`src/fdp_pkg.sv`:
```
// Shared types, constants and dither helpers for the framebuffer dither/pack core.
// No dependencies; used by every module in src.
package fdp_pkg;

  localparam int unsigned COORD_LIMIT = 4096;
  localparam int unsigned NUM_CH      = 3;

  // dither mask constants
  localparam logic [7:0] MASK_ROW_MUL = 8'd236;
  localparam logic [7:0] MASK_CH_STEP = 8'd67;
  localparam logic [7:0] MASK_MUL     = 8'd119;

  typedef enum logic [2:0] {
    FMT_BGRA32 = 3'd0,
    FMT_RGB24  = 3'd1,
    FMT_RGB565 = 3'd2,
    FMT_RGB555 = 3'd3,
    FMT_IDX8   = 3'd4
  } fmt_e;

  // quantizer level count per channel: 32, 64, 6 or 7 levels
  typedef enum logic [1:0] {
    LVL_32,
    LVL_64,
    LVL_6,
    LVL_7
  } lvl_e;

  typedef struct packed {
    logic [2:0] fmt;
    logic [7:0] red;
    logic [7:0] green;
    logic [7:0] blue;
    logic [7:0] alpha;
  } pix_t;

  function automatic lvl_e chan_lvl(logic [2:0] fmt, logic [1:0] ch);
    lvl_e l;
    l = LVL_32;
    case (fmt)
      FMT_RGB565: l = (ch == 2'd1) ? LVL_64 : LVL_32;
      FMT_IDX8:   l = (ch == 2'd1) ? LVL_7 : LVL_6;
      default:    l = LVL_32;
    endcase
    return l;
  endfunction

  function automatic logic [5:0] lvl_steps(lvl_e l);
    logic [5:0] s;
    s = 6'd31;
    case (l)
      LVL_32:  s = 6'd31;
      LVL_64:  s = 6'd63;
      LVL_6:   s = 6'd5;
      LVL_7:   s = 6'd6;
      default: s = 6'd31;
    endcase
    return s;
  endfunction

  // floor(q / steps) for 8-bit q, by reciprocal multiply (exact over 0..255)
  function automatic logic [5:0] off_div(logic [7:0] q, lvl_e l);
    logic [17:0] p;
    logic [5:0]  r;
    p = '0;
    r = '0;
    case (l)
      LVL_32: begin
        p = 18'(q) * 18'd265;
        r = 6'(p >> 13);
      end
      LVL_64: begin
        p = 18'(q) * 18'd261;
        r = 6'(p >> 14);
      end
      LVL_6: begin
        p = 18'(q) * 18'd410;
        r = 6'(p >> 11);
      end
      LVL_7: begin
        p = 18'(q) * 18'd342;
        r = 6'(p >> 11);
      end
      default: r = '0;
    endcase
    return r;
  endfunction

endpackage

```
`src/fdp_mask.sv`:
```
// Ordered-dither mask generator: two register stages, one mask byte per channel.
// Depends on fdp_pkg.
module fdp_mask (
  input  logic                                    clk_i,
  input  logic [7:0]                              column_i,
  input  logic [7:0]                              row_i,
  output logic [fdp_pkg::NUM_CH-1:0][7:0]         mask_o
);

  localparam logic [fdp_pkg::NUM_CH-1:0][7:0] ChOff = {
    8'(2 * fdp_pkg::MASK_CH_STEP), fdp_pkg::MASK_CH_STEP, 8'd0
  };

  logic [7:0]                      base_d, base_q;
  logic [fdp_pkg::NUM_CH-1:0][7:0] mask_d, mask_q;
  logic [15:0]                     row_prod;

  always_comb begin
    row_prod = 16'(row_i) * 16'(fdp_pkg::MASK_ROW_MUL);
    base_d   = column_i + row_prod[7:0];
  end

  always_comb begin
    logic [7:0]  sum;
    logic [15:0] prod;
    sum  = '0;
    prod = '0;
    for (int c = 0; c < fdp_pkg::NUM_CH; c++) begin
      sum       = base_q + ChOff[c];
      prod      = 16'(sum) * 16'(fdp_pkg::MASK_MUL);
      mask_d[c] = prod[7:0];
    end
  end

  always_ff @(posedge clk_i) begin
    base_q <= base_d;
    mask_q <= mask_d;
  end

  assign mask_o = mask_q;

endmodule

```
`src/fdp_quant.sv`:
```
// One channel's dither quantizer: offset, saturate and scale, divide by 255.
// Three register stages. Depends on fdp_pkg.
module fdp_quant (
  input  logic                clk_i,
  input  logic [7:0]          mask_i,
  input  logic [7:0]          value_i,
  input  fdp_pkg::lvl_e       lvl_i,
  output logic [5:0]          quant_o
);

  logic [7:0]    off_base;
  logic [5:0]    off_d, off_q;
  logic [7:0]    val_q;
  fdp_pkg::lvl_e lvl_q;
  logic [8:0]    sum;
  logic [7:0]    sat;
  logic [13:0]   scaled_d, scaled_q;
  logic [14:0]   div_t;
  logic [5:0]    quant_d, quant_q;

  // floor(m*255/256) is m-1 for m > 0
  always_comb begin
    off_base = (mask_i == 8'd0) ? 8'd0 : mask_i - 8'd1;
    off_d    = fdp_pkg::off_div(off_base, lvl_i);
  end

  always_comb begin
    sum      = {1'b0, val_q} + {3'b0, off_q};
    sat      = sum[8] ? 8'hff : sum[7:0];
    scaled_d = 14'(sat) * 14'(fdp_pkg::lvl_steps(lvl_q));
  end

  // exact floor(n/255) for n < 65535
  always_comb begin
    div_t   = 15'(scaled_q) + 15'(scaled_q >> 8) + 15'd1;
    quant_d = 6'(div_t >> 8);
  end

  always_ff @(posedge clk_i) begin
    off_q    <= off_d;
    val_q    <= value_i;
    lvl_q    <= lvl_i;
    scaled_q <= scaled_d;
    quant_q  <= quant_d;
  end

  assign quant_o = quant_q;

endmodule

```
`src/fdp_pack.sv`:
```
// Output stage: packs the pixel into framebuffer bytes for the latched format.
// Depends on fdp_pkg.
module fdp_pack (
  input  logic                             clk_i,
  input  logic                             rst_ni,
  input  logic                             valid_i,
  input  fdp_pkg::pix_t                    pix_i,
  input  logic [fdp_pkg::NUM_CH-1:0][5:0]  quant_i,
  output logic                             done_o,
  output logic [31:0]                      packed_bytes_o,
  output logic [2:0]                       byte_count_o
);

  localparam logic [2:0] Bytes32 = 3'd4;
  localparam logic [2:0] Bytes24 = 3'd3;
  localparam logic [2:0] Bytes16 = 3'd2;
  localparam logic [2:0] Bytes8  = 3'd1;
  localparam logic [2:0] BytesNo = 3'd0;

  logic        done_q;
  logic [31:0] packed_d, packed_q;
  logic [2:0]  count_d, count_q;
  logic [7:0]  idx;

  always_comb begin
    idx = 8'(quant_i[0][2:0]) * 8'd42 + 8'(quant_i[1][2:0]) * 8'd6 + 8'(quant_i[2][2:0]);
  end

  always_comb begin
    packed_d = '0;
    count_d  = BytesNo;
    case (pix_i.fmt)
      fdp_pkg::FMT_BGRA32: begin
        packed_d = {pix_i.alpha, pix_i.red, pix_i.green, pix_i.blue};
        count_d  = Bytes32;
      end
      fdp_pkg::FMT_RGB24: begin
        packed_d = {8'd0, pix_i.blue, pix_i.green, pix_i.red};
        count_d  = Bytes24;
      end
      fdp_pkg::FMT_RGB565: begin
        packed_d = {16'd0, quant_i[0][4:0], quant_i[1][5:0], quant_i[2][4:0]};
        count_d  = Bytes16;
      end
      fdp_pkg::FMT_RGB555: begin
        packed_d = {17'd0, quant_i[0][4:0], quant_i[1][4:0], quant_i[2][4:0]};
        count_d  = Bytes16;
      end
      fdp_pkg::FMT_IDX8: begin
        packed_d = {24'd0, idx};
        count_d  = Bytes8;
      end
      default: begin
        packed_d = '0;
        count_d  = BytesNo;
      end
    endcase
  end

  always_ff @(posedge clk_i or negedge rst_ni) begin
    if (!rst_ni) begin
      done_q <= 1'b0;
    end else begin
      done_q <= valid_i;
    end
  end

  always_ff @(posedge clk_i) begin
    packed_q <= packed_d;
    count_q  <= count_d;
  end

  assign done_o         = done_q;
  assign packed_bytes_o = packed_q;
  assign byte_count_o   = count_q;

endmodule

```
`src/framebuffer_dither_pack_core.sv`:
```
// Framebuffer dither/pack core: RGBA pixel in, framebuffer bytes out.
// Depends on fdp_pkg, fdp_mask, fdp_quant and fdp_pack.
//
// Usage:
//   Input: drive red/green/blue/alpha/column/row with start_i high; a pixel
//   transfer happens at every rising edge with start_i high and busy_o low.
//   busy_o is always low: one pixel per clock is taken, back to back.
//   Output: done_o is high for exactly one cycle per pixel, with
//   packed_bytes_o (first byte in bits 7:0) and byte_count_o valid in that
//   cycle. The receiver cannot stall the output; results come in input order.
//   Throughput: 1 pixel per cycle, set by the six-stage pipeline
//   (mask base, mask, dither offset, saturate/scale, /255, pack).
//   Configuration: cfg_we_i writes pixel_format from cfg_wdata_i; write it
//   only while the pipeline is empty. Format codes 5..7 give zero bytes.
//   Reset: rst_ni (async, active low) clears the pipeline valid bits and sets
//   the format to 32bpp BGRA. No clearing pass is needed.
module framebuffer_dither_pack_core #(
  parameter int unsigned CoordLimit = fdp_pkg::COORD_LIMIT,
  localparam int unsigned CoordW    = $clog2(CoordLimit)
) (
  input  logic              clk_i,
  input  logic              rst_ni,
  input  logic              start_i,
  output logic              busy_o,
  input  logic              cfg_we_i,
  input  logic [2:0]        cfg_wdata_i,
  input  logic [7:0]        red_i,
  input  logic [7:0]        green_i,
  input  logic [7:0]        blue_i,
  input  logic [7:0]        alpha_i,
  input  logic [CoordW-1:0] column_i,
  input  logic [CoordW-1:0] row_i,
  output logic              done_o,
  output logic [31:0]       packed_bytes_o,
  output logic [2:0]        byte_count_o
);

  localparam int unsigned Stages = 5;

  logic [2:0]                      fmt_q;
  logic [Stages-1:0]               vld_q;
  fdp_pkg::pix_t                   side_q [Stages];
  fdp_pkg::pix_t                   side_d;
  logic                            accept;
  logic [fdp_pkg::NUM_CH-1:0][7:0] mask;
  logic [fdp_pkg::NUM_CH-1:0][7:0] chan_val;
  logic [fdp_pkg::NUM_CH-1:0][5:0] quant;
  fdp_pkg::lvl_e                   lvl [fdp_pkg::NUM_CH];

  assign busy_o = 1'b0;
  assign accept = start_i & ~busy_o;

  always_comb begin
    side_d.fmt   = fmt_q;
    side_d.red   = red_i;
    side_d.green = green_i;
    side_d.blue  = blue_i;
    side_d.alpha = alpha_i;
  end

  always_ff @(posedge clk_i or negedge rst_ni) begin
    if (!rst_ni) begin
      fmt_q <= fdp_pkg::FMT_BGRA32;
      vld_q <= '0;
    end else begin
      if (cfg_we_i) begin
        fmt_q <= cfg_wdata_i;
      end
      vld_q <= {vld_q[Stages-2:0], accept};
    end
  end

  always_ff @(posedge clk_i) begin
    side_q[0] <= side_d;
    for (int i = 1; i < Stages; i++) begin
      side_q[i] <= side_q[i-1];
    end
  end

  fdp_mask u_mask (
    .clk_i    (clk_i),
    .column_i (column_i[7:0]),
    .row_i    (row_i[7:0]),
    .mask_o   (mask)
  );

  assign chan_val = {side_q[1].blue, side_q[1].green, side_q[1].red};

  for (genvar c = 0; c < fdp_pkg::NUM_CH; c++) begin : g_chan
    assign lvl[c] = fdp_pkg::chan_lvl(side_q[1].fmt, 2'(c));

    fdp_quant u_quant (
      .clk_i   (clk_i),
      .mask_i  (mask[c]),
      .value_i (chan_val[c]),
      .lvl_i   (lvl[c]),
      .quant_o (quant[c])
    );
  end

  fdp_pack u_pack (
    .clk_i          (clk_i),
    .rst_ni         (rst_ni),
    .valid_i        (vld_q[Stages-1]),
    .pix_i          (side_q[Stages-1]),
    .quant_i        (quant),
    .done_o         (done_o),
    .packed_bytes_o (packed_bytes_o),
    .byte_count_o   (byte_count_o)
  );

endmodule
```
`config.mk`:
```
export PLATFORM = sky130hd
export DESIGN_NAME = framebuffer_dither_pack_core
export DESIGN_NICKNAME = d
export VERILOG_FILES = /design/src/fdp_pkg.sv /design/src/fdp_mask.sv /design/src/fdp_quant.sv /design/src/fdp_pack.sv /design/src/framebuffer_dither_pack_core.sv
export SDC_FILE = /design/constraint.sdc
export NUM_CORES = 1
export LEC_CHECK = 0
export BUFFER_PORTS_ARGS = -buffer_cell sky130_fd_sc_hd__buf_2
export CAP_MARGIN = 20
export CORE_ASPECT_RATIO = 1.2
export CORE_UTILIZATION = 61
export CTS_CLUSTER_DIAMETER = 80
export CTS_CLUSTER_SIZE = 28
export DETAILED_ROUTE_END_ITERATION = 6
export GPL_TIMING_DRIVEN = 0
export HOLD_SLACK_MARGIN = 0.05
export PLACE_DENSITY = 0.82
export SLEW_MARGIN = 20
export SYNTH_ARGS = -nofsm -noshare
export SYNTH_HDL_FRONTEND = slang
export SYNTH_SLANG_ARGS = --single-unit
```
`constraint.sdc`:
```
create_clock -name clk_i -period 7.5 [get_ports clk_i]
set_clock_uncertainty 0.15 [all_clocks]
set_input_delay 1.5 -clock clk_i [delete_from_list [all_inputs] [get_ports clk_i]]
set_output_delay 1.5 -clock clk_i [all_outputs]
set_load 0.05 [all_outputs]
```
==> results.py <==
metrics = {
    "global_route": {
        "grt_max_degree": 30,
        "grt_pass1_vias": 14738,
        "grt_overflow": 0,
        "grt_pass1_wl_mm": 64.7,
        "antenna_found_initial": 0,
        "grt_usage_pct": 22.9,
    },
    "die": {
        "die_y_um": 204,
        "core_um2": 33300,
        "die_w_um": 170,
        "rows": 73,
        "dieArea_um2": 34800,
        "io_pins": 100,
        "start_util_pct": 62.3,
    },
    "sta": {
        "fin_ws_ns": 1.39,
        "setup_viol": 0,
        "rsz0062_at_grt": "false",
        "drv_slew": 0,
        "hold_viol_final": 0,
        "final.period_utilization_pct": 81.4,
        "worst_slew_pin_slew_ns": 0.789,
        "relSlewSlack_pct": 47.2,
        "tns_ns": 0,
        "whs_ns": 0.162,
        "period_needed_ns": 6.11,
        "max_freq_mhz": 164,
    },
    "synthesis": {
        "yosysSeqAreaShare_pct": 31.8,
        "synth_edf_count": 0,
        "synth_area_leaders": "dfxtp_1, ha_1, fa_1",
        "post-synth-top-area-fraction_pct": 30.8,
        "synthTopCellsByCount": "ha_1, inv_1, dfxtp_1, fa_1, nor2_1",
        "ys.flop_type": "dfxtp_1",
        "netlist_instances": 2045,
        "ys_ff_latch": 328,
        "yosys_warnings": 0,
        "syn-cell-area_um2": 20800,
        "syn_avg_cell_area_um2": 10.2,
        "postSynthNetCount": 2638,
        "synth_cell_types": 70,
        "async_reset_ff_share_pct": 2.74,
        "yosysMostFrequentCell": "ha_1",
        "yosysTopAreaCell": "dfxtp_1",
    },
    "routing": {
        "drt_wl_total_mm": 37.5,
        "vias": 13732,
        "drc": 0,
        "vias_per_cell": 5.26,
        "wl_per_cell_um": 14.4,
        "ant_nets": 0,
        "drt-initial-drc-count": 548,
        "dr.pass1.iters": 5,
    },
    "clocking": {
        "hold_buffers": 0,
        "insertion_delay_ns": 0.53,
        "cts_buffers": 18,
        "clk_pin_slew_ns": 0.10,
        "clock_path_buffers": 3,
        "ctsHtreeMaxLevel": 1,
        "post_cts_buffers": 0,
        "cts_tree": "yes",
        "post_cts_resized": 0,
        "cts_sinks": 328,
        "cts_root_buf": "clkbuf_16",
    },
    "final_layout": {
        "drive_gt1_share_pct": 6.71,
        "final_net_count": 2746,
        "fillers": 2470,
        "fin_util_pct": 67.1,
        "n_antenna_cell": 0,
        "areaGrowthSynthToFinish_pct": 7.70,
    },
    "setup_path": {
        "critPathMostFrequentCell": "o21ai_0",
        "crit_slowest_cell": "fa_1",
        "end_kind": "register",
        "worst-setup-path-type": "reg2reg",
        "critPathLaunchType": "register",
        "worst_ep_required_time_ns": 7.83,
        "crit_chain": "ha_1 > inv_1 > fa_1 > nor2b_1 > o21ai_0 > a21boi_0 > o21ai_0 > a21oi_1 > nor2_1 > nor2_1 > fa_1 > ha_1 > inv_1 > fa_1 > inv_1 > ha_1 > a21o_1 > a21oi_1 > o21ai_0 > a21oi_1 > o21ai_0 > or4_1 > nand3_1",
        "crit_fanout": 9,
        "reg2reg_depth": 23,
        "cpPeakStageDelay_ns": 0.59,
        "arrival_ns": 6.43,
    },
    "place": {
        "gp_congestion": 0.868,
        "io_buffers": 88,
        "dpl.hpwl_mm": 31.1,
        "pre_cts_ws_ns": 1.45,
    },
    "min_path": {
        "hold_path_class": "reg2reg",
        "hold_depth": 0,
    },
    "run_status": {
        "status": "complete, no violations",
    },
    "flow_run": {
        "drv_cap": 0,
    },
}
cell families after synthesis:
group	after synthesis	share of synthesized area (%)
adder cells (fa/ha/maj)	530	36.5
buffers and inverters	395	7.17
AND/OR/NAND/NOR	340	8.05
flip-flops	328	31.8
AO/OA/AOI/OAI	266	8.23
XOR/XNOR	147	6.27
multiplexers	38	1.88
other	1	0.0181
per-layer routing:
metal	vias to the layer above	share of wire, %	track usage [%]
met3	68	2.6	2.09
met4	0	2.6	8.17
met2	219	56	46.3
li1	6892	-	-
met5	-	0	0
met1	6553	39	24.0
stage by stage:
stage / instance area, µm² / cells
4_1_cts: 22400 / 2611
6_report: 22400 / 2611
3_5_place_dp: 21800 / 2583
5_1_grt: 22400 / 2611
2_1_floorplan: 20800 / 2045
3_3_place_gp: 21800 / 2583
final timing paths:
kind	from	endpoint	slack [ns]
setup reg to reg	g_chan[2].u_quant.val_q[0]$_DFF_P_	g_chan[2].u_quant.scaled_q[12]$_DFF_P_	1.39
max in group asynchronous	rst_ni	vld_q[3]$_DFF_PN0_	6.38
min in group asynchronous	rst_ni	u_pack.done_o$_DFF_PN0_	0.65
hold / removal	side_q[0][13]$_DFF_P_	side_q[0][48]$_DFF_P_	0.16
setup / recovery	g_chan[2].u_quant.val_q[0]$_DFF_P_	g_chan[2].u_quant.scaled_q[12]$_DFF_P_	1.39
hold reg to reg	side_q[0][13]$_DFF_P_	side_q[0][48]$_DFF_P_	0.16
critical path, delay by kind of cell, from the launching register on:
kind / cells / cell delay [ns]
AO/OA/AOI/OAI: 9 / 1.98
buffers and inverters: 3 / 0.17
flip-flops: 1 / 0.35
AND/OR/NAND/NOR: 5 / 1.21
adder cells (fa/ha/maj): 6 / 2.22
layout make-up:
| class | instances | area, µm² | share of cell area [%] |
|---|---|---|---|
| multi-input cells | 1322 | 12700 | 56.6 |
| flip-flops and latches | 328 | 6610 | 29.6 |
| inverters | 376 | 1410 | 6.31 |
| well taps | 450 | 563 | 2.52 |
| clock buffers | 21 | 483 | 2.16 |
| repair buffers | 88 | 440 | 1.97 |
| clock inverters | 7 | 113 | 0.504 |
| plain buffers | 19 | 76.3 | 0.341 |
sequential cells by signal (all words and copies together), names as in the netlist, 2 cells and up:
register / count
u_pack.byte_count_o: 3
g_chan.u_quant.scaled_q: 42
vld_q: 5
u_mask.base_q: 8
g_chan.u_quant.val_q: 21
fmt_q: 3
u_pack.packed_bytes_o: 32
g_chan.u_quant.quant_o: 16
side_q: 154
g_chan.u_quant.lvl_q: 2
g_chan.u_quant.off_q: 18
u_mask.mask_o: 23
cells in the final DEF, fill, tap and decap left out, types with 17 or more instances in the layout:
cell	synthesis	layout
a21oi_1	81	81
ha_1	403	403
buf_2	0	88
xnor2_1	104	104
nand3_1	23	23
clkbuf_1	15	17
fa_1	127	127
nand2_1	77	77
nor3_1	19	19
o21ai_0	55	55
o21a_1	18	18
a21o_1	30	30
inv_1	376	376
nor2_1	112	112
mux2i_1	30	30
xor2_1	42	42
and2_1	18	18
dfxtp_1	319	319
clkbuf_16	0	19
nand2b_1	23	23
Power is not shown: default switching activity piles up to over one toggle a cycle in this logic, so the estimate is an artifact.
